File: config.mk
export PLATFORM = sky130hd
export DESIGN_NAME = bounded_list_with_value_delete_unit
export DESIGN_NICKNAME = d
export VERILOG_FILES = /design/src/rtl/blvd_pkg.sv /design/src/rtl/bounded_list_with_value_delete_unit.sv /design/src/rtl/blvd_ram.sv /design/src/rtl/blvd_ctrl.sv
export SDC_FILE = /design/constraint.sdc
export NUM_CORES = 1
export LEC_CHECK = 0
export BUFFER_PORTS_ARGS = -buffer_cell sky130_fd_sc_hd__buf_4
export CORE_ASPECT_RATIO = 1.75
export CORE_MARGIN = 10
export CORE_UTILIZATION = 50
export DETAILED_ROUTE_END_ITERATION = 8
export HOLD_SLACK_MARGIN = 0.02
export PLACE_DENSITY_LB_ADDON = 0.05
export SYNTH_ARGS = -nofsm -noshare
export SYNTH_HDL_FRONTEND = slang
export SYNTH_HIERARCHICAL = 1
export SYNTH_SLANG_ARGS = --single-unit
File: constraint.sdc
create_clock -name clk_i -period 6.94 [get_ports clk_i]
set_clock_uncertainty 0.1 [all_clocks]
set_input_delay 0.347 -clock clk_i [delete_from_list [all_inputs] [get_ports clk_i]]
set_output_delay 0.347 -clock clk_i [all_outputs]
set_load 0.01 [all_outputs]
File: src/rtl/blvd_pkg.sv
// Shared types and codes for the bounded list with value delete.
`default_nettype none

package blvd_pkg;

  localparam int unsigned DATA_W    = 32;
  localparam int unsigned REQ_W     = 3;
  localparam int unsigned CNT_OUT_W = 5;

  // Request codes
  localparam logic [REQ_W-1:0] REQ_INS_FRONT = 3'd0;
  localparam logic [REQ_W-1:0] REQ_INS_BACK  = 3'd1;
  localparam logic [REQ_W-1:0] REQ_REM_FRONT = 3'd2;
  localparam logic [REQ_W-1:0] REQ_REM_BACK  = 3'd3;
  localparam logic [REQ_W-1:0] REQ_REM_VALUE = 3'd4;

  typedef enum logic [1:0] {
    ST_DONE     = 2'd0,
    ST_FULL     = 2'd1,
    ST_EMPTY    = 2'd2,
    ST_NOTFOUND = 2'd3
  } status_e;

  // Result handed from the controller to the output stage
  typedef struct packed {
    logic                 valid;
    status_e              status;
    logic [CNT_OUT_W-1:0] count;
  } res_t;

endpackage

`default_nettype wire

File: src/rtl/bounded_list_with_value_delete_unit.sv
// Top level of the bounded list with value delete: RAM, sequencer and output register.
//
//   channel | direction | valid       | stall       | payload
//   --------+-----------+-------------+-------------+------------------------------
//   in      | input     | in_valid_i  | in_stall_o  | req_type_i, item_value_i
//   out     | output    | out_valid_o | out_stall_i | status_o, entry_count_o
//
// Inserts and front/back removes finish in the cycle the transaction is
// accepted. Remove by value checks the front entry, then the back entry, then
// scans the middle entries and moves the later entries down to close the gap;
// a miss in a one-entry list ends after the front check. One RAM read per
// cycle sets the pace of the search and of the gap closing. One input
// transaction is taken while the previous result waits in the output register;
// the sequencer then holds until the register frees up. Reset clears count,
// front pointer and state; the RAM keeps its contents and needs no clearing pass.
`default_nettype none

module bounded_list_with_value_delete_unit
  import blvd_pkg::*;
#(
  parameter int unsigned DEPTH = 16
) (
  input  wire logic                     clk_i,
  input  wire logic                     rst_ni,
  input  wire logic                     in_valid_i,
  output logic                          in_stall_o,
  input  wire logic [REQ_W-1:0]         req_type_i,
  input  wire logic signed [DATA_W-1:0] item_value_i,
  output logic                          out_valid_o,
  input  wire logic                     out_stall_i,
  output logic [1:0]                    status_o,
  output logic [CNT_OUT_W-1:0]          entry_count_o
);

  localparam int unsigned IW = $clog2(DEPTH);

  res_t              res;
  logic              res_free;
  logic              mem_we;
  logic [IW-1:0]     mem_waddr;
  logic [DATA_W-1:0] mem_wdata;
  logic [IW-1:0]     mem_raddr;
  logic [DATA_W-1:0] mem_rdata;

  logic                 out_valid_q;
  status_e              status_q;
  logic [CNT_OUT_W-1:0] count_q;

  // value storage, circular from the front pointer
  blvd_ram #(
    .WIDTH (DATA_W),
    .DEPTH (DEPTH)
  ) u_ram (
    .clk_i   (clk_i),
    .we_i    (mem_we),
    .waddr_i (mem_waddr),
    .wdata_i (mem_wdata),
    .raddr_i (mem_raddr),
    .rdata_o (mem_rdata)
  );

  blvd_ctrl #(
    .DEPTH (DEPTH)
  ) u_ctrl (
    .clk_i        (clk_i),
    .rst_ni       (rst_ni),
    .in_valid_i   (in_valid_i),
    .in_stall_o   (in_stall_o),
    .req_type_i   (req_type_i),
    .item_value_i (item_value_i),
    .res_free_i   (res_free),
    .res_o        (res),
    .mem_we_o     (mem_we),
    .mem_waddr_o  (mem_waddr),
    .mem_wdata_o  (mem_wdata),
    .mem_raddr_o  (mem_raddr),
    .mem_rdata_i  (mem_rdata)
  );

  // Output register frees when empty or when its transaction completes.
  assign res_free = !out_valid_q || !out_stall_i;

  always_ff @(posedge clk_i or negedge rst_ni) begin
    if (!rst_ni) begin
      out_valid_q <= 1'b0;
    end else if (res_free) begin
      out_valid_q <= res.valid;
    end
  end

  always_ff @(posedge clk_i) begin
    if (res_free && res.valid) begin
      status_q <= res.status;
      count_q  <= res.count;
    end
  end

  assign out_valid_o   = out_valid_q;
  assign status_o      = status_q;
  assign entry_count_o = count_q;

  // A result that could not be delivered keeps the input side stalled.
  assert property (@(posedge clk_i) disable iff (!rst_ni)
    res.valid && !res_free |=> in_stall_o)
    else $error("input accepted while a result is pending");

  // A produced result always lands in the output register.
  assert property (@(posedge clk_i) disable iff (!rst_ni)
    res.valid && res_free |=> out_valid_o)
    else $error("result lost on its way to the output register");

  // Full is only reported with the list at capacity.
  assert property (@(posedge clk_i) disable iff (!rst_ni)
    out_valid_o && (status_o == ST_FULL) |-> (entry_count_o == CNT_OUT_W'(DEPTH)))
    else $error("full status with a count below capacity");

  // Empty is only reported with nothing stored.
  assert property (@(posedge clk_i) disable iff (!rst_ni)
    out_valid_o && (status_o == ST_EMPTY) |-> (entry_count_o == '0))
    else $error("empty status with a nonzero count");

endmodule

`default_nettype wire

File: src/rtl/blvd_ram.sv
// Generic single-write, single-read RAM with registered read data.
`default_nettype none

module blvd_ram #(
  parameter int unsigned WIDTH = 32,
  parameter int unsigned DEPTH = 16
) (
  input  wire logic                     clk_i,
  input  wire logic                     we_i,
  input  wire logic [$clog2(DEPTH)-1:0] waddr_i,
  input  wire logic [WIDTH-1:0]         wdata_i,
  input  wire logic [$clog2(DEPTH)-1:0] raddr_i,
  output logic      [WIDTH-1:0]         rdata_o
);

  logic [WIDTH-1:0] mem_q [DEPTH];

  always_ff @(posedge clk_i) begin
    if (we_i) begin
      mem_q[waddr_i] <= wdata_i;
    end
    rdata_o <= mem_q[raddr_i];
  end

endmodule

`default_nettype wire

File: src/rtl/blvd_ctrl.sv
// Request sequencer: list pointers, value search and gap closing over the RAM.
`default_nettype none

module blvd_ctrl
  import blvd_pkg::*;
#(
  parameter int unsigned DEPTH = 16
) (
  input  wire logic                     clk_i,
  input  wire logic                     rst_ni,
  input  wire logic                     in_valid_i,
  output logic                          in_stall_o,
  input  wire logic [REQ_W-1:0]         req_type_i,
  input  wire logic [DATA_W-1:0]        item_value_i,
  input  wire logic                     res_free_i,
  output res_t                          res_o,
  output logic                          mem_we_o,
  output logic [$clog2(DEPTH)-1:0]      mem_waddr_o,
  output logic [DATA_W-1:0]             mem_wdata_o,
  output logic [$clog2(DEPTH)-1:0]      mem_raddr_o,
  input  wire logic [DATA_W-1:0]        mem_rdata_i
);

  localparam int unsigned IW = $clog2(DEPTH);
  localparam int unsigned CW = $clog2(DEPTH + 1);
  localparam int unsigned EW = CW + CNT_OUT_W;
  localparam logic [IW:0]   DEPTH_S = (IW + 1)'(DEPTH);
  localparam logic [CW-1:0] DEPTH_C = CW'(DEPTH);
  localparam logic [IW-1:0] LAST_IX = IW'(DEPTH - 1);

  typedef enum logic [2:0] {
    IDLE,
    CHK_FRONT,
    CHK_BACK,
    SCAN,
    SHIFT,
    HOLD
  } state_e;

  state_e          state_q, state_d;
  logic [IW-1:0]   front_q, front_d;
  logic [CW-1:0]   count_q, count_d;
  logic [DATA_W-1:0] val_q, val_d;
  logic [IW-1:0]   k_q, k_d;
  status_e         pend_q, pend_d;

  logic            fin;
  status_e         fin_status;
  logic [IW-1:0]   front_inc, front_dec;
  logic [CW-1:0]   cnt_dec, cnt_inc;
  logic [CW:0]     k_p2;
  logic            hit;
  logic [EW-1:0]   cnt_ext;

  // Physical slot of logical entry k; base + k stays below twice the depth.
  function automatic logic [IW-1:0] slot(input logic [IW-1:0] base, input logic [IW-1:0] k);
    logic [IW:0] s;
    s = {1'b0, base} + {1'b0, k};
    if (s >= DEPTH_S) begin
      s = s - DEPTH_S;
    end
    return s[IW-1:0];
  endfunction

  assign front_inc = (front_q == LAST_IX) ? '0 : front_q + IW'(1);
  assign front_dec = (front_q == '0) ? LAST_IX : front_q - IW'(1);
  assign cnt_dec   = count_q - CW'(1);
  assign cnt_inc   = count_q + CW'(1);
  assign k_p2      = (CW + 1)'(k_q) + (CW + 1)'(2);
  assign hit       = (mem_rdata_i == val_q);

  assign in_stall_o = (state_q != IDLE);

  always_comb begin
    state_d     = state_q;
    front_d     = front_q;
    count_d     = count_q;
    val_d       = val_q;
    k_d         = k_q;
    pend_d      = pend_q;
    fin         = 1'b0;
    fin_status  = ST_DONE;
    mem_we_o    = 1'b0;
    mem_waddr_o = front_dec;
    mem_wdata_o = item_value_i;
    mem_raddr_o = front_q;

    unique case (state_q)
      IDLE: begin
        if (in_valid_i) begin
          unique case (req_type_i)
            REQ_INS_FRONT: begin
              fin = 1'b1;
              if (count_q == DEPTH_C) begin
                fin_status = ST_FULL;
              end else begin
                mem_we_o = 1'b1;
                front_d  = front_dec;
                count_d  = cnt_inc;
              end
            end
            REQ_INS_BACK: begin
              fin = 1'b1;
              if (count_q == DEPTH_C) begin
                fin_status = ST_FULL;
              end else begin
                mem_we_o    = 1'b1;
                mem_waddr_o = slot(front_q, count_q[IW-1:0]);
                count_d     = cnt_inc;
              end
            end
            REQ_REM_FRONT: begin
              fin = 1'b1;
              if (count_q == '0) begin
                fin_status = ST_EMPTY;
              end else begin
                front_d = front_inc;
                count_d = cnt_dec;
              end
            end
            REQ_REM_BACK: begin
              fin = 1'b1;
              if (count_q == '0) begin
                fin_status = ST_EMPTY;
              end else begin
                count_d = cnt_dec;
              end
            end
            REQ_REM_VALUE: begin
              if (count_q == '0) begin
                fin        = 1'b1;
                fin_status = ST_EMPTY;
              end else begin
                val_d   = item_value_i;
                state_d = CHK_FRONT;
              end
            end
            default: begin
              fin = 1'b1;
            end
          endcase
        end
      end
      CHK_FRONT: begin
        if (hit) begin
          fin     = 1'b1;
          front_d = front_inc;
          count_d = cnt_dec;
        end else if (count_q == CW'(1)) begin
          fin        = 1'b1;
          fin_status = ST_NOTFOUND;
        end else begin
          mem_raddr_o = slot(front_q, cnt_dec[IW-1:0]);
          state_d     = CHK_BACK;
        end
      end
      CHK_BACK: begin
        if (hit) begin
          fin     = 1'b1;
          count_d = cnt_dec;
        end else if (count_q == CW'(2)) begin
          fin        = 1'b1;
          fin_status = ST_NOTFOUND;
        end else begin
          mem_raddr_o = slot(front_q, IW'(1));
          k_d         = IW'(1);
          state_d     = SCAN;
        end
      end
      SCAN: begin
        // compare entry k; its read was issued last cycle
        if (hit) begin
          mem_raddr_o = slot(front_q, k_q + IW'(1));
          state_d     = SHIFT;
        end else if (k_p2 == (CW + 1)'(count_q)) begin
          fin        = 1'b1;
          fin_status = ST_NOTFOUND;
        end else begin
          mem_raddr_o = slot(front_q, k_q + IW'(1));
          k_d         = k_q + IW'(1);
        end
      end
      SHIFT: begin
        // entry k+1 arrives, moves down to k
        mem_we_o    = 1'b1;
        mem_waddr_o = slot(front_q, k_q);
        mem_wdata_o = mem_rdata_i;
        if (k_p2 == (CW + 1)'(count_q)) begin
          fin     = 1'b1;
          count_d = cnt_dec;
        end else begin
          mem_raddr_o = slot(front_q, k_q + IW'(2));
          k_d         = k_q + IW'(1);
        end
      end
      HOLD: begin
        if (res_free_i) begin
          state_d = IDLE;
        end
      end
      default: begin
        state_d = IDLE;
      end
    endcase

    if (fin) begin
      pend_d  = fin_status;
      state_d = res_free_i ? IDLE : HOLD;
    end
  end

  assign cnt_ext = EW'(count_d);

  always_comb begin
    res_o.valid  = fin || (state_q == HOLD);
    res_o.status = fin ? fin_status : pend_q;
    res_o.count  = cnt_ext[CNT_OUT_W-1:0];
  end

  always_ff @(posedge clk_i or negedge rst_ni) begin
    if (!rst_ni) begin
      state_q <= IDLE;
      front_q <= '0;
      count_q <= '0;
    end else begin
      state_q <= state_d;
      front_q <= front_d;
      count_q <= count_d;
    end
  end

  always_ff @(posedge clk_i) begin
    val_q  <= val_d;
    k_q    <= k_d;
    pend_q <= pend_d;
  end

endmodule

`default_nettype wire

==> results.md <==
- Status: completed
- Pins Over Slew Limit: 0
- Crit Path Class: reg -> reg
- Antenna diodes: 0
- Fin crit share: 69.1%
- Mapped Avg Cell Area: 17.9 sq um
- PortBufs: 47
- Share of cells above drive strength 1: 21.2%
- Final Hold Fails: 0
- Total grt overflow: 0
- Die area: 58,400 sq um
- Initial DRT Pass Iterations: 5
- Final setup vio count: 0
- Die X: 187 microns
- Post-layout util: 57.5%
- Post-synth EDFFs: 555
- Power Dens Cells: 517 nW/um^2
- Via-to-Cell Ratio: 6.03
- Hold_ws: 49.3 ps
- R2r setup slk: 2140 ps
- Max Cap Viol: 0
- CTS resizes: 0
- Ys async rst share: 2.16%
- Total number of vias: 13,069
- Design Area, Final: 27,900 sq um
- Gp weighted congestion: 0.953
- Hold buffers post-CTS: 34
- Number of distinct library cells after synthesis: 67
- Largest area contributor in the netlist: edfxtp_1
- Worst setup EP type: flop
- Tot Pwr: 14.4 mW
- Most frequent cells after synthesis: 555 x edfxtp_1, 165 x nand2_1, 128 x mux4_2
- Critical Path RT: 7100 ps
- Top_reg_cell synth: edfxtp_1
- Vias in the first global route: 13,693
- I/O pins: 48
- Total GRT Usage: 20.8%
- Crit path time final: 4800 ps
- Cell Area, Synth: 24,400 sq um
- CP startpoint kind: flop
- Sequential share of the synthesized area: 72.4%
- Reg2reg end: u_ram/mem_q[13][10]
- VDD IR max: 0.819 mV
- Num CTS Buffers: 54
- P_leak: 9.24 nW
- Height of the die: 312 microns
- Cell count after synthesis: 1,367
- Post-CTS Setup Repair Bufs: 0
- Worst Reg2Reg Path Length in Cells: 9
- Final #Nets: 1,535
- Layout Area Growth over Synthesis: 14.1%
- Clk buf depth: 3
- Largest net degree at the start of global routing: 129
- Drt total wl: 60,700 microns
- DRT iter0 DRCs: 1,077
- Relative slew slack: 19.8%
- Max Clk Rate: 0.209 GHz
- Worst-path fanout max: 23
- Synth warn: 6
- Initial antenna violation count: 0
- Synth area leaders: edfxtp_1 68%, mux4_2 12%, dfxtp_1 2.8%
- Initial Util: 50.4%
- Syn Nets: 1,435
- CTS tree: done
- First-pass GRT wire length: 90,500 microns
- CTS clk-pin slew, worst paths: 70 ps
- Hold Path Class: in -> async
- # DRC: 0
- Cell with the most instances after synthesis: edfxtp_1
- HPWL after DPL: 34,800 microns
- Row count: 107
- Antenna viol nets, final: 0
- Routed len/inst: 28.0 microns
- Clock sink count: 602
- CTS root buf: clkbuf_16
- Core region area: 48,500 sq um
- H-Tree Depth: 2
- RSZ-0062 raised after global routing: no
- Synthesis-stage register bit count: 602
- Fraction of post-synthesis cell area in the top cell type by area: 68.2%
- R2r startpoint: u_ctrl/state_q[1]
- Dpl cell area: 25,700 sq um
- Crit path DAT: 4960 ps
- Measured slew at the worst slew-check pin: 1200 ps
- Setup_tns: 0 ps
- Clk_lat worst skew: 600 ps
[registers in the layout, summed over array words and instances, names as in the netlist, 3 cells and up]
register	count
u_ctrl/state_q	3
u_ram/mem_q	512
u_ctrl/front_q	4
entry_count_o	5
u_ctrl/count_q	5
u_ram/rdata_o	32
u_ctrl/k_q	4
u_ctrl/val_q	32
[metrics by stage]
step,cells,setup WS (ps)
2_1_floorplan,1367,1780
3_3_place_gp,2031,2280
3_5_place_dp,2031,2180
4_1_cts,2166,2150
5_1_grt,2166,1910
6_report,2166,2140
[cell families (layout without fill, tap and decap cells)]
group	count (synthesis)	in the layout	synth area share, %
flip-flops	602	602	72.4
AO/OA/AOI/OAI	167	167	4.89
XOR/XNOR	61	61	2.24
buffers and inverters	85	230	1.54
adder cells (fa/ha/maj)	29	29	1.64
AND/OR/NAND/NOR	292	292	5.41
multiplexers	131	131	11.9
[cell type report]
type / count / area, sq um
fillers: 3805 / 20600
flip-flops and latches: 602 / 17700
multi-input cells: 680 / 6530
clock buffers: 75 / 1510
repair buffers: 111 / 943
well taps: 654 / 818
clock inverters: 26 / 315
inverters: 18 / 67.6
[worst max-delay path: stages (launching register included)]
cell and delay (ps):
dfrtp_1 560, nor2_1 580, nand2_1 250, nand4b_1 370
mux2i_1 220, nor2_1 60, a21oi_1 550, nand2b_1 390
nor2_4 920, buf_4 430
[worst max-delay path by stage]
stage / start / endpoint / slack (ps)
final: u_ctrl/state_q[1] / u_ram/mem_q[13][10] / 2140
after global routing: u_ctrl/front_q[1] / u_ram/mem_q[13][1] / 1910
after CTS: u_ctrl/state_q[1] / u_ram/mem_q[13][1] / 2150
after detailed placement: u_ctrl/state_q[1] / u_ram/mem_q[13][10] / 2180
after global placement: u_ctrl/state_q[1] / u_ram/mem_q[13][10] / 2280
after floorplan: u_ctrl/front_q[1] / u_ram/mem_q[0][0] / 1780
[cell usage in the layout, fill, tap and decap left out, drive strengths merged, types with 3 or more instances in the layout]
cell,count
nor2b,4
edfxtp,555
or2,3
xnor2,53
a221oi,7
nand4,12
and3,3
a211oi,5
dlygate4sd3,34
nor2,47
nor4,3
nor3b,4
dfrtp,13
inv,22
o31ai,3
bufinv,6
nand2b,8
a21o,11
nor3,14
fa,5
o21ai,16
clkinv,15
ha,24
buf,77
mux2i,3
clkbuf,75
nand3,13
nand3b,6
dfxtp,34
xor2,7
mux4,128
nand2,166
a21oi,26
a22oi,66
a31oi,7
o211ai,5
[where the power goes]
group | switching (mW) | internal, mW | total, mW
logic | 3.72 | 2.90 | 6.62
registers | 0.246 | 4.46 | 4.71
clock network | 1.31 | 1.76 | 3.06
[routing by layer]
layer / up-vias / track usage (%) / wire, microns
li1: 5639 / - / -
met2: 388 / 37.3 / 32500
met1: 6953 / 26.0 / 24000
met4: 0 / 6.22 / 1630
met5: - / 0 / 0
met3: 89 / 2.13 / 2550
(Power assumes the default switching activity.)
